<file path="src/design/gpu_pkg.sv">
// shared types, register codes and pixel tables for the glyph pixel unpacker
package gpu_pkg;

  // input word: one packed byte of glyph data
  typedef struct packed {
    logic [7:0] data_byte;
    logic       end_of_data;
  } in_word_t;

  // result word: one unpacked pixel
  typedef struct packed {
    logic [7:0] pixel_value;
    logic [5:0] column;
    logic [5:0] row;
    logic [7:0] gray_level;
    logic       opaque;
    logic       last_in_byte;
    logic       glyph_done;
  } out_word_t;

  // queue status seen by the neighbors of a queue
  typedef struct packed {
    logic empty;
    logic full;
  } qstat_t;

  // configuration register indexes
  typedef enum logic [1:0] {
    CFG_DEPTH_MODE   = 2'd0,
    CFG_GLYPH_WIDTH  = 2'd1,
    CFG_GLYPH_HEIGHT = 2'd2
  } cfg_index_t;

  localparam int unsigned CFG_DATA_W = 8;
  localparam int unsigned DIM_W      = 7;

  // masks of the top field of a byte, per depth mode
  localparam logic [3:0][7:0] FIELD_TOP_MASK = {8'hFF, 8'hF0, 8'hC0, 8'h80};
  // grey step per level, per depth mode
  localparam logic [3:0][7:0] LEVEL_STEP     = {8'd1, 8'd17, 8'd85, 8'd255};

  // value of the top field of a byte, right aligned
  function automatic logic [7:0] field_value(input logic [7:0] bits, input logic [1:0] mode);
    logic [7:0] masked;
    logic [2:0] sh;
    masked = bits & FIELD_TOP_MASK[mode];
    sh     = 3'(8 - (1 << mode));
    return masked >> sh;
  endfunction

  // inverted grey level, zero is white
  function automatic logic [7:0] gray_of(input logic [7:0] val, input logic [1:0] mode);
    logic [15:0] prod;
    prod = 16'(val) * 16'(LEVEL_STEP[mode]);
    return 8'(8'hFF - prod[7:0]);
  endfunction

endpackage

</file>
<file path="src/design/glyph_pixel_unpacker.sv">
// top level of the glyph pixel unpacker: registers, input queue, unpacker, result queue
//
//  channel   direction  handshake                 word
//  input     in         push / full               item   (data_byte, end_of_data)
//  result    out        empty / pop               result (pixel and position)
//  config    in         cfg_valid / cfg_ready     cfg_index, cfg_data
//
// one result word per cycle while the input queue holds a byte and the result queue has room;
// a byte gives 8 >> depth_mode pixels, fewer when the glyph fills or ends early
// a two-entry queue on each side lets the input and result sides stall on their own
// the unpacker stalls only while the result queue is full or the input queue is empty
// rst is synchronous: empties both queues, clears the position counters, loads
// depth_mode 0 and an 8 by 8 glyph
module glyph_pixel_unpacker #(
  parameter int MAX_WIDTH  = 64,
  parameter int MAX_HEIGHT = 64
) (
  input  logic                              clk,
  input  logic                              rst,
  // input channel
  input  logic                              push,
  output logic                              full,
  input  gpu_pkg::in_word_t                 item,
  // result channel
  output logic                              empty,
  input  logic                              pop,
  output gpu_pkg::out_word_t                result,
  // configuration channel
  input  logic                              cfg_valid,
  output logic                              cfg_ready,
  input  logic [1:0]                        cfg_index,
  input  logic [gpu_pkg::CFG_DATA_W-1:0]    cfg_data
);

  localparam logic [8:0] MaxW = 9'(MAX_WIDTH);
  localparam logic [8:0] MaxH = 9'(MAX_HEIGHT);

  // configuration registers
  logic [1:0]                depth_mode;
  logic [gpu_pkg::DIM_W-1:0] glyph_width;
  logic [gpu_pkg::DIM_W-1:0] glyph_height;
  logic [8:0]                width_eff;
  logic [8:0]                height_eff;

  gpu_pkg::in_word_t  head;
  gpu_pkg::qstat_t    in_stat;
  gpu_pkg::qstat_t    out_stat;
  gpu_pkg::out_word_t pixel;
  logic               in_pop;
  logic               out_push;

  // registers may change at any time the channel is valid
  assign cfg_ready = 1'b1;

  always_ff @(posedge clk) begin
    if (rst) begin
      depth_mode   <= 2'd0;
      glyph_width  <= gpu_pkg::DIM_W'(8);
      glyph_height <= gpu_pkg::DIM_W'(8);
    end else if (cfg_valid && cfg_ready) begin
      unique case (cfg_index)
        gpu_pkg::CFG_DEPTH_MODE:   depth_mode   <= cfg_data[1:0];
        gpu_pkg::CFG_GLYPH_WIDTH:  glyph_width  <= cfg_data[gpu_pkg::DIM_W-1:0];
        gpu_pkg::CFG_GLYPH_HEIGHT: glyph_height <= cfg_data[gpu_pkg::DIM_W-1:0];
        default: ;
      endcase
    end
  end

  // zero acts as one, anything above the maximum acts as the maximum
  always_comb begin
    priority if (glyph_width == '0) begin
      width_eff = 9'd1;
    end else if (9'(glyph_width) > MaxW) begin
      width_eff = MaxW;
    end else begin
      width_eff = 9'(glyph_width);
    end
    priority if (glyph_height == '0) begin
      height_eff = 9'd1;
    end else if (9'(glyph_height) > MaxH) begin
      height_eff = MaxH;
    end else begin
      height_eff = 9'(glyph_height);
    end
  end

  // front: input bytes wait here until the unpacker gets to them
  gpu_fifo #(
    .T     (gpu_pkg::in_word_t),
    .DEPTH (2)
  ) u_in_q (
    .clk     (clk),
    .rst     (rst),
    .push    (push),
    .wr_data (item),
    .pop     (in_pop),
    .rd_data (head),
    .stat    (in_stat)
  );

  // back: one pixel per cycle from the head byte, unless the input queue is empty or the result queue is full
  gpu_back u_back (
    .clk        (clk),
    .rst        (rst),
    .depth_mode (depth_mode),
    .width_eff  (width_eff),
    .height_eff (height_eff),
    .head       (head),
    .in_stat    (in_stat),
    .in_pop     (in_pop),
    .out_stat   (out_stat),
    .out_push   (out_push),
    .pixel      (pixel)
  );

  // result words wait here until popped
  gpu_fifo #(
    .T     (gpu_pkg::out_word_t),
    .DEPTH (2)
  ) u_out_q (
    .clk     (clk),
    .rst     (rst),
    .push    (out_push),
    .wr_data (pixel),
    .pop     (pop),
    .rd_data (result),
    .stat    (out_stat)
  );

  assign full  = in_stat.full;
  assign empty = out_stat.empty;

  // the unpacker never writes a full result queue
  a_no_overflow: assert property (@(posedge clk) disable iff (rst)
    out_push |-> !out_stat.full)
    else $error("pixel written into a full result queue");

  // the head byte is released only together with a pixel
  a_pop_with_pixel: assert property (@(posedge clk) disable iff (rst)
    in_pop |-> (out_push && !in_stat.empty))
    else $error("input byte released without its last pixel");

  // the end of a glyph always closes the byte
  a_done_is_last: assert property (@(posedge clk) disable iff (rst)
    !empty |-> (!result.glyph_done || result.last_in_byte))
    else $error("glyph end without last pixel of byte");

endmodule

</file>
<file path="src/design/gpu_fifo.sv">
// small first-in first-out queue between the parts of the unpacker
module gpu_fifo #(
  parameter type T     = logic,
  parameter int  DEPTH = 2
) (
  input  logic            clk,
  input  logic            rst,
  input  logic            push,
  input  T                wr_data,
  input  logic            pop,
  output T                rd_data,
  output gpu_pkg::qstat_t stat
);

  localparam int PtrW = (DEPTH > 1) ? $clog2(DEPTH) : 1;
  localparam int CntW = $clog2(DEPTH + 1);
  localparam logic [PtrW-1:0] LastPtr = PtrW'(DEPTH - 1);
  localparam logic [CntW-1:0] FullCnt = CntW'(DEPTH);

  T                mem [DEPTH];
  logic [PtrW-1:0] wr_ptr;
  logic [PtrW-1:0] rd_ptr;
  logic [CntW-1:0] count;
  logic            push_ok;
  logic            pop_ok;

  assign stat.empty = (count == '0);
  assign stat.full  = (count == FullCnt);
  assign push_ok    = push && !stat.full;
  assign pop_ok     = pop && !stat.empty;
  assign rd_data    = mem[rd_ptr];

  always_ff @(posedge clk) begin
    if (push_ok) begin
      mem[wr_ptr] <= wr_data;
    end
  end

  always_ff @(posedge clk) begin
    if (rst) begin
      wr_ptr <= '0;
      rd_ptr <= '0;
      count  <= '0;
    end else begin
      if (push_ok) begin
        wr_ptr <= (wr_ptr == LastPtr) ? '0 : PtrW'(wr_ptr + 1'b1);
      end
      if (pop_ok) begin
        rd_ptr <= (rd_ptr == LastPtr) ? '0 : PtrW'(rd_ptr + 1'b1);
      end
      if (push_ok && !pop_ok) begin
        count <= CntW'(count + 1'b1);
      end else if (pop_ok && !push_ok) begin
        count <= CntW'(count - 1'b1);
      end
    end
  end

endmodule

</file>
<file path="src/design/gpu_back.sv">
// back end: walks the fields of the head byte and tracks the glyph position
module gpu_back (
  input  logic              clk,
  input  logic              rst,
  input  logic [1:0]        depth_mode,
  input  logic [8:0]        width_eff,
  input  logic [8:0]        height_eff,
  input  gpu_pkg::in_word_t head,
  input  gpu_pkg::qstat_t   in_stat,
  output logic              in_pop,
  input  gpu_pkg::qstat_t   out_stat,
  output logic              out_push,
  output gpu_pkg::out_word_t pixel
);

  logic [2:0] field_idx;
  logic [2:0] field_idx_next;
  logic [5:0] col_count;
  logic [5:0] col_count_next;
  logic [5:0] row_count;
  logic [5:0] row_count_next;
  logic [2:0] shamt;
  logic [7:0] shifted;
  logic [7:0] val;
  logic       last_field;
  logic       col_wrap;
  logic       row_wrap;
  logic       done;
  logic       last;

  assign shamt      = 3'(field_idx << depth_mode);
  assign shifted    = 8'(head.data_byte << shamt);
  assign val        = gpu_pkg::field_value(shifted, depth_mode);
  assign last_field = (field_idx == 3'(3'd7 >> depth_mode));
  assign col_wrap   = (9'(col_count) + 9'd1) >= width_eff;
  assign row_wrap   = (9'(row_count) + 9'd1) >= height_eff;
  // glyph filled, or early end at the last field of a flagged byte
  assign done       = (col_wrap && row_wrap) || (last_field && head.end_of_data);
  assign last       = last_field || done;

  assign out_push = !in_stat.empty && !out_stat.full;
  assign in_pop   = out_push && last;

  assign pixel.pixel_value  = val;
  assign pixel.column       = col_count;
  assign pixel.row          = row_count;
  assign pixel.gray_level   = gpu_pkg::gray_of(val, depth_mode);
  assign pixel.opaque       = (val != 8'd0);
  assign pixel.last_in_byte = last;
  assign pixel.glyph_done   = done;

  always_comb begin
    field_idx_next = field_idx;
    col_count_next = col_count;
    row_count_next = row_count;
    if (out_push) begin
      field_idx_next = last ? 3'd0 : 3'(field_idx + 3'd1);
      priority if (done) begin
        col_count_next = '0;
        row_count_next = '0;
      end else if (col_wrap) begin
        col_count_next = '0;
        row_count_next = 6'(row_count + 6'd1);
      end else begin
        col_count_next = 6'(col_count + 6'd1);
      end
    end
  end

  always_ff @(posedge clk) begin
    if (rst) begin
      field_idx <= '0;
      col_count <= '0;
      row_count <= '0;
    end else begin
      field_idx <= field_idx_next;
      col_count <= col_count_next;
      row_count <= row_count_next;
    end
  end

endmodule

</file>
<file path="config.mk">
export PLATFORM = sky130hd
export DESIGN_NAME = glyph_pixel_unpacker
export DESIGN_NICKNAME = d
export VERILOG_FILES = /design/src/design/gpu_pkg.sv /design/src/design/glyph_pixel_unpacker.sv /design/src/design/gpu_fifo.sv /design/src/design/gpu_back.sv
export SDC_FILE = /design/constraint.sdc
export NUM_CORES = 1
export LEC_CHECK = 0
export ABC_CLOCK_PERIOD_IN_PS = 10100
export BUFFER_PORTS_ARGS = -buffer_cell sky130_fd_sc_hd__clkbuf_2
export CAP_MARGIN = 5
export CORE_MARGIN = 2
export CORE_UTILIZATION = 60
export CTS_BUF_LIST = sky130_fd_sc_hd__clkbuf_8
export DETAILED_ROUTE_END_ITERATION = 8
export PLACE_DENSITY = 0.84
export SLEW_MARGIN = 20
export SYNTH_ARGS = -nofsm -noshare
export SYNTH_HDL_FRONTEND = slang
export SYNTH_SLANG_ARGS = --single-unit
</file>
<file path="constraint.sdc">
create_clock -name clk -period 10.1 [get_ports clk]
set_input_delay 1.01 -clock clk [delete_from_list [all_inputs] [get_ports clk]]
set_output_delay 1.01 -clock clk [all_outputs]
set_load 0.01 [all_outputs]
</file>
-- Word-level counts from Yosys, hierarchy flattened
Memory sizes are Yosys's and may differ from the RTL's. A register that Yosys moved wholly into a read port is not among the register bits.
Index checks and enable logic that the tools add are counted.
- bits in registers: 39
- RAM bits: 80
- bits of input ports: 24
- output and inout port bits: 34
- logic and storage cells: 110
- memories: 2
- memory list (name ; depth ; bits a word ; rd ports ; clocked after memory_dff ; write ports ; RTL line ; text):
    u_out_q.mem ; 2 ; 31 ; 1 ; 1 ; 1 ; gpu_fifo.sv:20 ; T mem [DEPTH];
    u_in_q.mem ; 2 ; 9 ; 1 ; 1 ; 1 ; gpu_fifo.sv:20 ;
- add/subtract/negate cells: 15
- $mul: 1
- order comparisons: 5
- equality and inequality tests: 5
- shifts and indexed selects: 5
- muxes and demuxes: 29
- bitwise operators: 1
- reduce and logical (&&, ||, !) cells: 35
- operators with widths (kind ; number):
    $bmux W8 S2 ; 2
    $mux W7 ; 4
    $mux W6 ; 4
    $ge A9 B7 Y1 ; 2
    $mux W8 ; 2
    $add A6 B1 Y7 const B ; 2
    $gt A7 B7 Y1 const B ; 2
    $logic_not A7 Y1 ; 2
    $add A6 B1 Y6 const B ; 2
    $logic_and A1 B1 Y1 ; 12
    $mux W1 ; 12
    $and A8 B8 Y8 ; 1
    $logic_not A1 Y1 ; 8
    $mul A8 B8 Y8 ; 1
    $mux W2 ; 4
    $reduce_and A2 Y1 ; 4
    $reduce_bool A8 Y1 ; 1
    $shl A8 B3 Y8 ; 1
    $shr A8 B3 Y8 ; 1
    $sub A8 B8 Y8 const A ; 1
    $eq A2 B2 Y1 const B ; 3
    $logic_not A2 Y1 ; 3
    $reduce_bool A2 Y1 ; 3
    $add A1 B1 Y1 const B ; 4
    12 further kinds ; 15

-- Depth between registers and ports, before layout
Gate-level depths: netlist (run 1).
- depth after elaboration: 12
- depth in mapped cells: 21
- gate-level depth less buffers: 19

-- Cells and area by module
From an unflattened synthesis (run 1), not the netlist that was laid out.
- cells, all modules: 576
- area, all modules: 6722.7 um2
- modules (own cells, without submodules) (module ; times used ; cells an instance ; area each (um2) ; seq. area each (um2)):
    gpu_back ; 1 ; 318 ; 2591.2 ; 300.3
    gpu_fifo (u_out_q) ; 1 ; 121 ; 2443.6 ; 1961.9
    gpu_fifo (u_in_q) ; 1 ; 53 ; 864.6 ; 640.6
    glyph_pixel_unpacker ; 1 ; 84 ; 823.3 ; 320.3

-- Least setup slack after synthesis (run 1)
Ideal clock, no wire load.
- kind: flip-flop to flip-flop
- start: reg u_back.field_idx[0]
- end: mem u_out_q.mem[0][10] (netlist bit) (data pin)
- library setup time: 0.269 ns
- arrival: 4.429 ns
- required time: 9.831 ns
- slack: 5.403 ns
- stages on the path, launching flop included: 18
- path buffers: 2
- period minus slack after synthesis: 4.697 ns
- cell sequence: dfxtp_1 > buf_6 > nor3b_1 > buf_6 > mux2i_1 > mux2i_1 > mux2i_1 > nor3b_2 > ha_1 > fa_1 > ha_1 > fa_1 > inv_1 > ha_1 > or3b_2 > a221oi_1 > o31ai_1 > xnor2_1
- RTL lines (what ; RTL line ; text):
    start, declared ; gpu_back.sv:16 ; logic [2:0] field_idx;
    start signal, assigned ; gpu_back.sv:76 ; field_idx <= field_idx_next;
    end, declared ; gpu_fifo.sv:20 ;

==> results of run 1 <==
## sequential cells by signal, summed over array words and instances, names as in the netlist, 2 cells and up, named ones only
| register | cells |
|---|---|
| u_back.field_idx | 3 |
| u_in_q.mem | 18 |
| glyph_height | 7 |
| u_out_q.mem | 62 |
| u_back.row_count | 6 |
| u_back.col_count | 6 |
| u_out_q.count | 2 |
| depth_mode | 2 |
| glyph_width | 7 |
| u_in_q.count | 2 |
## logic make-up (layout without fill, tap and decap cells)
logic type      Yosys count  count (layout)
mux                      65              65
other cells               2              12
flops                   121             121
xor+xnor                 29              29
simple gates            139             139
buf+inv                  45             118
fa+ha+maj                44              44
compound gates           76              76
## critical path, cell delays in order (launching register included)
cell,delay (ns)
dfxtp_1,0.58
nor3b_2,0.69
mux2i_1,0.34
mux2i_1,0.17
mux2i_1,0.47
nor3b_2,0.41
ha_1,0.24
fa_1,0.43
ha_1,0.31
fa_1,0.54
inv_1,0.04
ha_1,0.22
or3b_2,0.46
a221oi_1,0.33
o31ai_1,0.15
xnor2_1,0.16
## final cells by class
cell class,count,area share
Sequential cell,121,0.457
Multi-Input combinational cell,365,0.402
Timing Repair Buffer,59,0.0432
Clock buffer,17,0.0331
Clock inverter,15,0.0268
Tap cell,136,0.0241
Inverter,27,0.0144
## Yosys cell counts (10+ instances only)
cell type	n	area (um2)
xor2_1	14	123
inv_1	26	97.6
mux2_2	38	428
edfxtp_1	80	2400
nor2_1	51	191
dfxtp_1	41	821
ha_1	34	425
xnor2_1	15	131
fa_1	10	200
mux2i_1	25	250
nand3_1	15	75.1
a21oi_1	27	135
nand2_1	33	124
## per-stage QoR
| step | power [mW] | cell area [um2] | instances | hold WS (ns) | setup slack [ns] |
|---|---|---|---|---|---|
| 6_report | 1.82 | 7060 | 740 | 0.515 | 4.29 |
| 5_1_grt | 1.93 | 7060 | 740 | 0.540 | 3.90 |
| 4_1_cts | 1.83 | 7050 | 740 | 0.510 | 3.96 |
| 3_5_place_dp | 1.37 | 6630 | 708 | 0.494 | 3.96 |
| 3_3_place_gp | 1.34 | 6630 | 708 | 0.473 | 4.16 |
| 2_1_floorplan | 1.20 | 6240 | 531 | 0.460 | 5.40 |
## power breakdown
group	internal [mW]	switching (mW)
Clock	0.248	0.203
Combinational	0.296	0.368
Sequential	0.671	0.0382
Total	1.22	0.609
## worst max-delay path by stage
stage                                   endpoint  cells past startpoint  slack, ns
finish              u_out_q.mem[0][10]$_DFFE_PP_                     15       4.29
global route        u_out_q.mem[1][10]$_DFFE_PP_                     15       3.90
CTS                 u_out_q.mem[1][10]$_DFFE_PP_                     15       3.96
detailed placement  u_out_q.mem[0][10]$_DFFE_PP_                     15       3.96
global placement    u_out_q.mem[0][10]$_DFFE_PP_                     15       4.16
floorplan           u_out_q.mem[0][10]$_DFFE_PP_                     17       5.40
## layer usage
metal / track usage / part of all wire
met5: 0 / 0
met4: 0.0949 / 0.0096
met3: 0.0458 / 0.044
met2: 0.358 / 0.50
met1: 0.287 / 0.45
==> flow_summary.ini, run 1 <==
[sta]
finalCritPeriodShare = 0.576
finalClockSkew_ns = 0.00860
maxSlewHeadroom = 0.431
finalWorstPathRequiredPeriod_ns = 5.81
rsz0062_at_grt = false
clock.fmax_mhz = 172
timing.setup.tns_ns = 0
final_max_slew_viol_count = 0
tightest_slew_ns = 0.852
hold_violation_count_in_the_final_report = 0
final-setup-viol-count = 0

[hold_path]
whs_endpoint = glyph_width[3]$_SDFFE_PP1P_
min_delay_path_depth = 1
worst_hold_path_type = reg -> reg
hold_path.startpoint = glyph_width[3]$_SDFFE_PP1P_

[worst_setup_path]
critical_path.reg2reg.endpoint = u_out_q.mem[0][10]$_DFFE_PP_
worst_setup_path_start_kind = register
rrSetupSlack_ns = 4.29
timing_worst_setup_path_type = reg -> reg
r2r_cells = 15
timing.critical_path.arrival_ns = 5.98
crit_fanout = 23
reg2reg_from = depth_mode[0]$_SDFFE_PP0P_
timing.critical_path.to_type = register
critical_path.startpoint = depth_mode[0]$_SDFFE_PP0P_
critPathRequiredTime_ns = 10.27

[routing]
num_vias = 4057
drc = 0
routedWlPerCell_um = 15.2
route.detailed.vias_per_inst = 5.48
first_pass_iters = 4
detail_route.wirelength_mm = 11.2
detailedRoute.firstIterationViolations = 244
detail-route-antenna-nets = 0

[die]
initial_core_utilization = 0.609
fp.coreArea_mm2 = 0.0102
boundaryPins = 58
rows = 37
die_area_mm2 = 0.0112
die_boundary_width_um = 106
floorplan.die.height_um = 106

[synthesis]
yosysUniqueCellTypes = 56
synth_compound_area_frac = 0.0806
synth_seq_area_share = 0.519
synth_enable_flop_cells = 80
main_combinational_cell_family_by_area_after_synthesis = multiplexers
synth-simple-area-share = 0.110
syn_inst = 521
ys_warn_count = 0
synth.ff_latch_count = 121
syn_area_per_cell_um2 = 11.9
yosys-mux-area-fraction = 0.117
synth-xor-area-share = 0.0409
synthFlopType = edfxtp_1
adder_and_majority_gate_portion_of_the_synthesized_area = 0.101
netlist_area_pre_place_mm2 = 0.00621
postSynth.asyncResetShare = 0

[clock_tree]
number_of_setup_buffers_added_after_cts = 0
ctsHoldBuffers = 0
clk_transition_reported_paths_ns = 0.07
h_tree_depth = 4
clock_path_buffers = 2
clock_sink_count = 121
cts.root.buffer_cell = clkbuf_8
cts_tree = yes
ctsResizeCount = 0
cts_made_buffers = 17
clock_latency_on_the_worst_skew_pair_ns = 0.43

[global_routing]
grt_antenna_before_repair = 0
grt_pass1_vias = 4098
gr-total-overflow = 0
track_usage = 0.220
largest_net_degree_at_the_start_of_global_routing = 38
grt_first_pass_wirelength_mm = 19.1

[outcome]
status = finished, final reports clean

[final_layout]
mostFrequentLayoutCell = edfxtp_1
multiInputGateArea_mm2 = 0.00284
mostFrequentLayoutCells = edfxtp_1 (80), clkbuf_2 (55), nor2_1 (50)
layout-drive-gt1-share = 0.237
fin_util = 0.693
area_growth_pct = 13.7
sequential_cell_area_mm2 = 0.00322
insertedDiodeCount = 0
fillers = 740
number_of_nets_in_the_final_layout = 659

[run]
max_cap_violations = 0

[power_and_ir_drop]
total_leakage_power_nw = 2.91
powerDensity_mw_per_mm2 = 258
irDropWorstVdd_v = 0.000116

[place]
buffer_ports.inserted = 55
dp_hpwl_mm = 7.95
gp_congestion = 0.840
(Power assumes the default switching activity.)
==> inputs of run 2 (changes only) <==
Settings changed: ABC_AREA from default to 1, ABC_CLOCK_PERIOD_IN_PS 10100 to 4850, CORE_UTILIZATION 60 to 56, PLACE_DENSITY 0.84 to 0.82.
Clock period 10.1 ns to 4.85 ns, I/O delays scaled along.
==> flow_summary.ini, run 2 <==
[die]
boundaryPins = 58
fp.coreArea_mm2 = 0.0114
rows = 39
initial_core_utilization = 0.573
die_boundary_width_um = 112
die_area_mm2 = 0.0125
floorplan.die.height_um = 112

[clock_tree]
h_tree_depth = 4
clock_latency_on_the_worst_skew_pair_ns = 0.44
cts_tree = yes
clock_path_buffers = 2
clk_transition_reported_paths_ns = 0.09
cts.root.buffer_cell = clkbuf_8
clock_sink_count = 121
cts_made_buffers = 17

[global_routing]
grt_pass1_vias = 4933
grt_antenna_before_repair = 0
track_usage = 0.226
largest_net_degree_at_the_start_of_global_routing = 32
grt_first_pass_wirelength_mm = 22.7
gr-total-overflow = 0

[routing]
first_pass_iters = 5
routedWlPerCell_um = 14.7
route.detailed.vias_per_inst = 5.35
drc = 0
num_vias = 4802
met2RoutedLength_mm = 6.35
met1Wirelength_mm = 5.96
detail-route-antenna-nets = 0
maxUsedRoutingLayer = met4
detailedRoute.firstIterationViolations = 314
detail_route.wirelength_mm = 13.2
wl_met3_um = 692

[synthesis]
synth-simple-area-share = 0.208
synth.ff_latch_count = 121
synthFlopType = edfxtp_1
yosysUniqueCellTypes = 50
netlist_area_pre_place_mm2 = 0.00651
synth_enable_flop_cells = 80
ys_warn_count = 0
syn_area_per_cell_um2 = 9.81
synth_most_common_cell = nand2_1
postSynth.asyncResetShare = 0
synth-xor-area-share = 0.0215
synth_common_cells = nand2_1 (141), edfxtp_1 (80), inv_1 (66)
syn_inst = 664
synth_compound_area_frac = 0.0671
yosys-mux-area-fraction = 0.0551
synth.largest_area_cell = edfxtp_1
ys_top_cells_by_area = edfxtp_1 (37%), dfxtp_1 (13%), nand2_1 (8.1%)
synth_largest_type_area_fraction = 0.369
synth_seq_area_share = 0.495
adder_and_majority_gate_portion_of_the_synthesized_area = 0.0961
main_combinational_cell_family_by_area_after_synthesis = simple AND/OR/NAND/NOR gates

[sta]
tightest_slew_ns = 0.781
hold_violation_count_in_the_final_report = 0
rsz0062_at_grt = false
final_max_slew_viol_count = 0
clock.fmax_mhz = 221
finalWorstPathRequiredPeriod_ns = 4.52
finalCritPeriodShare = 0.931
finalClockSkew_ns = 0.0124
maxSlewHeadroom = 0.478
final-setup-viol-count = 0
timing.setup.tns_ns = 0

[worst_setup_path]
rrSetupSlack_ns = 0.33
critical_path.startpoint = depth_mode[1]$_SDFFE_PP0P_
r2r_cells = 27
critPathRequiredTime_ns = 5.04
timing_worst_setup_path_type = reg -> reg
reg2reg_from = depth_mode[1]$_SDFFE_PP0P_
crit_family = adder cells
crit_path_frequent_cell = nand2_1
timing.critical_path.depth = 27
timing.critical_path.to_type = register
critPathMaxStageDelay_ns = 0.55
number_of_buffer_and_inverter_instances_along_the_worst_setup_path = 5
timing.critical_path.arrival_ns = 4.70
crit_fanout = 10
endpoint_of_the_worst_setup_timing_path = u_out_q.mem[0][10]$_DFFE_PP_
worst_setup_path_start_kind = register
slowest_stage = fa_1
critical_path.reg2reg.endpoint = u_out_q.mem[0][10]$_DFFE_PP_

[place]
gp_congestion = 0.890
dp_hpwl_mm = 9.65
buffer_ports.inserted = 55

[power_and_ir_drop]
irDropWorstVdd_v = 0.000375
powerDensity_mw_per_mm2 = 550
totalPowerFinal_mw = 4.07
total_leakage_power_nw = 3.24

[final_layout]
largest_registers = u_out_q.mem x62, u_in_q.mem x18
insertedDiodeCount = 0
mostFrequentLayoutCell = nand2_1
number_of_flip_flops_in_the_largest_register = 62
number_of_nets_in_the_final_layout = 810
area_growth_pct = 13.5
max_flop_register = u_out_q.mem
layout-drive-gt1-share = 0.229
mostFrequentLayoutCells = nand2_1 (141), edfxtp_1 (80), inv_1 (67)

[hold_path]
worst_hold_path_type = in -> reg

[run]
max_cap_violations = 0

[outcome]
status = finished, final reports clean
[run 2: cell types whose count changed in the layout (fill, tap and decap cells not counted), moves of 8 or more]
cell | previous run | this run
inv_1 | 26 | 67
o21ai_0 | 8 | 27
xnor2_1 | 15 | 2
a21oi_1 | 27 | 39
mux2i_1 | 25 | 1
nand3_2 | 0 | 8
nand4_1 | 0 | 13
a21o_1 | 8 | 0
nand3_1 | 15 | 38
nand2_1 | 33 | 141
[run 2: cell families (layout without fill, tap and decap cells)]
| group | count (synthesis) | after routing |
|---|---|---|
| AOI/OAI and AO/OA | 76 | 76 |
| muxes | 32 | 32 |
| xor gates and xnor gates | 16 | 16 |
| and+or+nand+nor | 283 | 283 |
| adders and majority gates | 44 | 44 |
| DFF | 121 | 121 |
| buffers and inverters | 90 | 171 |
| other | 2 | 12 |
[run 2: routing by layer]
layer  up-vias  track usage
met5         -            0
met4         0       0.0700
met1      2258        0.295
met3        19       0.0653
li1       2400            -
met2       125        0.368
[run 2: how the worst min path moves through the flow]
stage | startpoint | end | depth (start not counted)
global placement | u_out_q.rd_ptr$_SDFFE_PP0P_ | u_out_q.rd_ptr$_SDFFE_PP0P_ | 2
floorplan | u_out_q.rd_ptr$_SDFFE_PP0P_ | register | 2
CTS | item[6] | u_in_q.mem[1][6]$_DFFE_PP_ | 1
finish | item[6] | u_in_q.mem[1][6]$_DFFE_PP_ | 1
detailed placement | u_out_q.rd_ptr$_SDFFE_PP0P_ | u_out_q.rd_ptr$_SDFFE_PP0P_ | 2
global route | item[3] | u_in_q.mem[0][3]$_DFFE_PP_ | 1
[run 2: per-stage QoR]
stage | setup slack [ns] | std cells | utilization | cell area (um2) | hold slack, ns
floorplan | 0.616 | 674 | - | 6550 | 0.448
global placement | 0.384 | 865 | 0.614 | 6990 | 0.457
CTS | 0.210 | 897 | 0.647 | 7360 | 0.216
detailed placement | 0.225 | 865 | 0.614 | 6990 | 0.471
global route | 0.00634 | 898 | 0.650 | 7390 | 0.217
finish | 0.333 | 898 | 0.650 | 7390 | 0.234
[run 2: final cells by class]
cell class	count	area, um2
Timing Repair Buffer	62	328
Tap cell	143	179
Fill cell	893	3980
Multi-Input combinational cell	463	2990
Clock inverter	15	141
Clock buffer	17	234
Sequential cell	121	3230
Inverter	77	298
[run 2: timing repair]
action / CTS / global route
setup endpoints to repair: 0 / 4
setup buffers: 0 / 1
hold buffers: 0 / 0
resized for setup: 0 / 5
[run 2: report_power, final]
part | switching, mW | internal, mW | leakage, nW
logic | 1.05 | 0.673 | 1.96
clock network | 0.456 | 0.417 | 0.191
registers | 0.0789 | 1.39 | 1.09
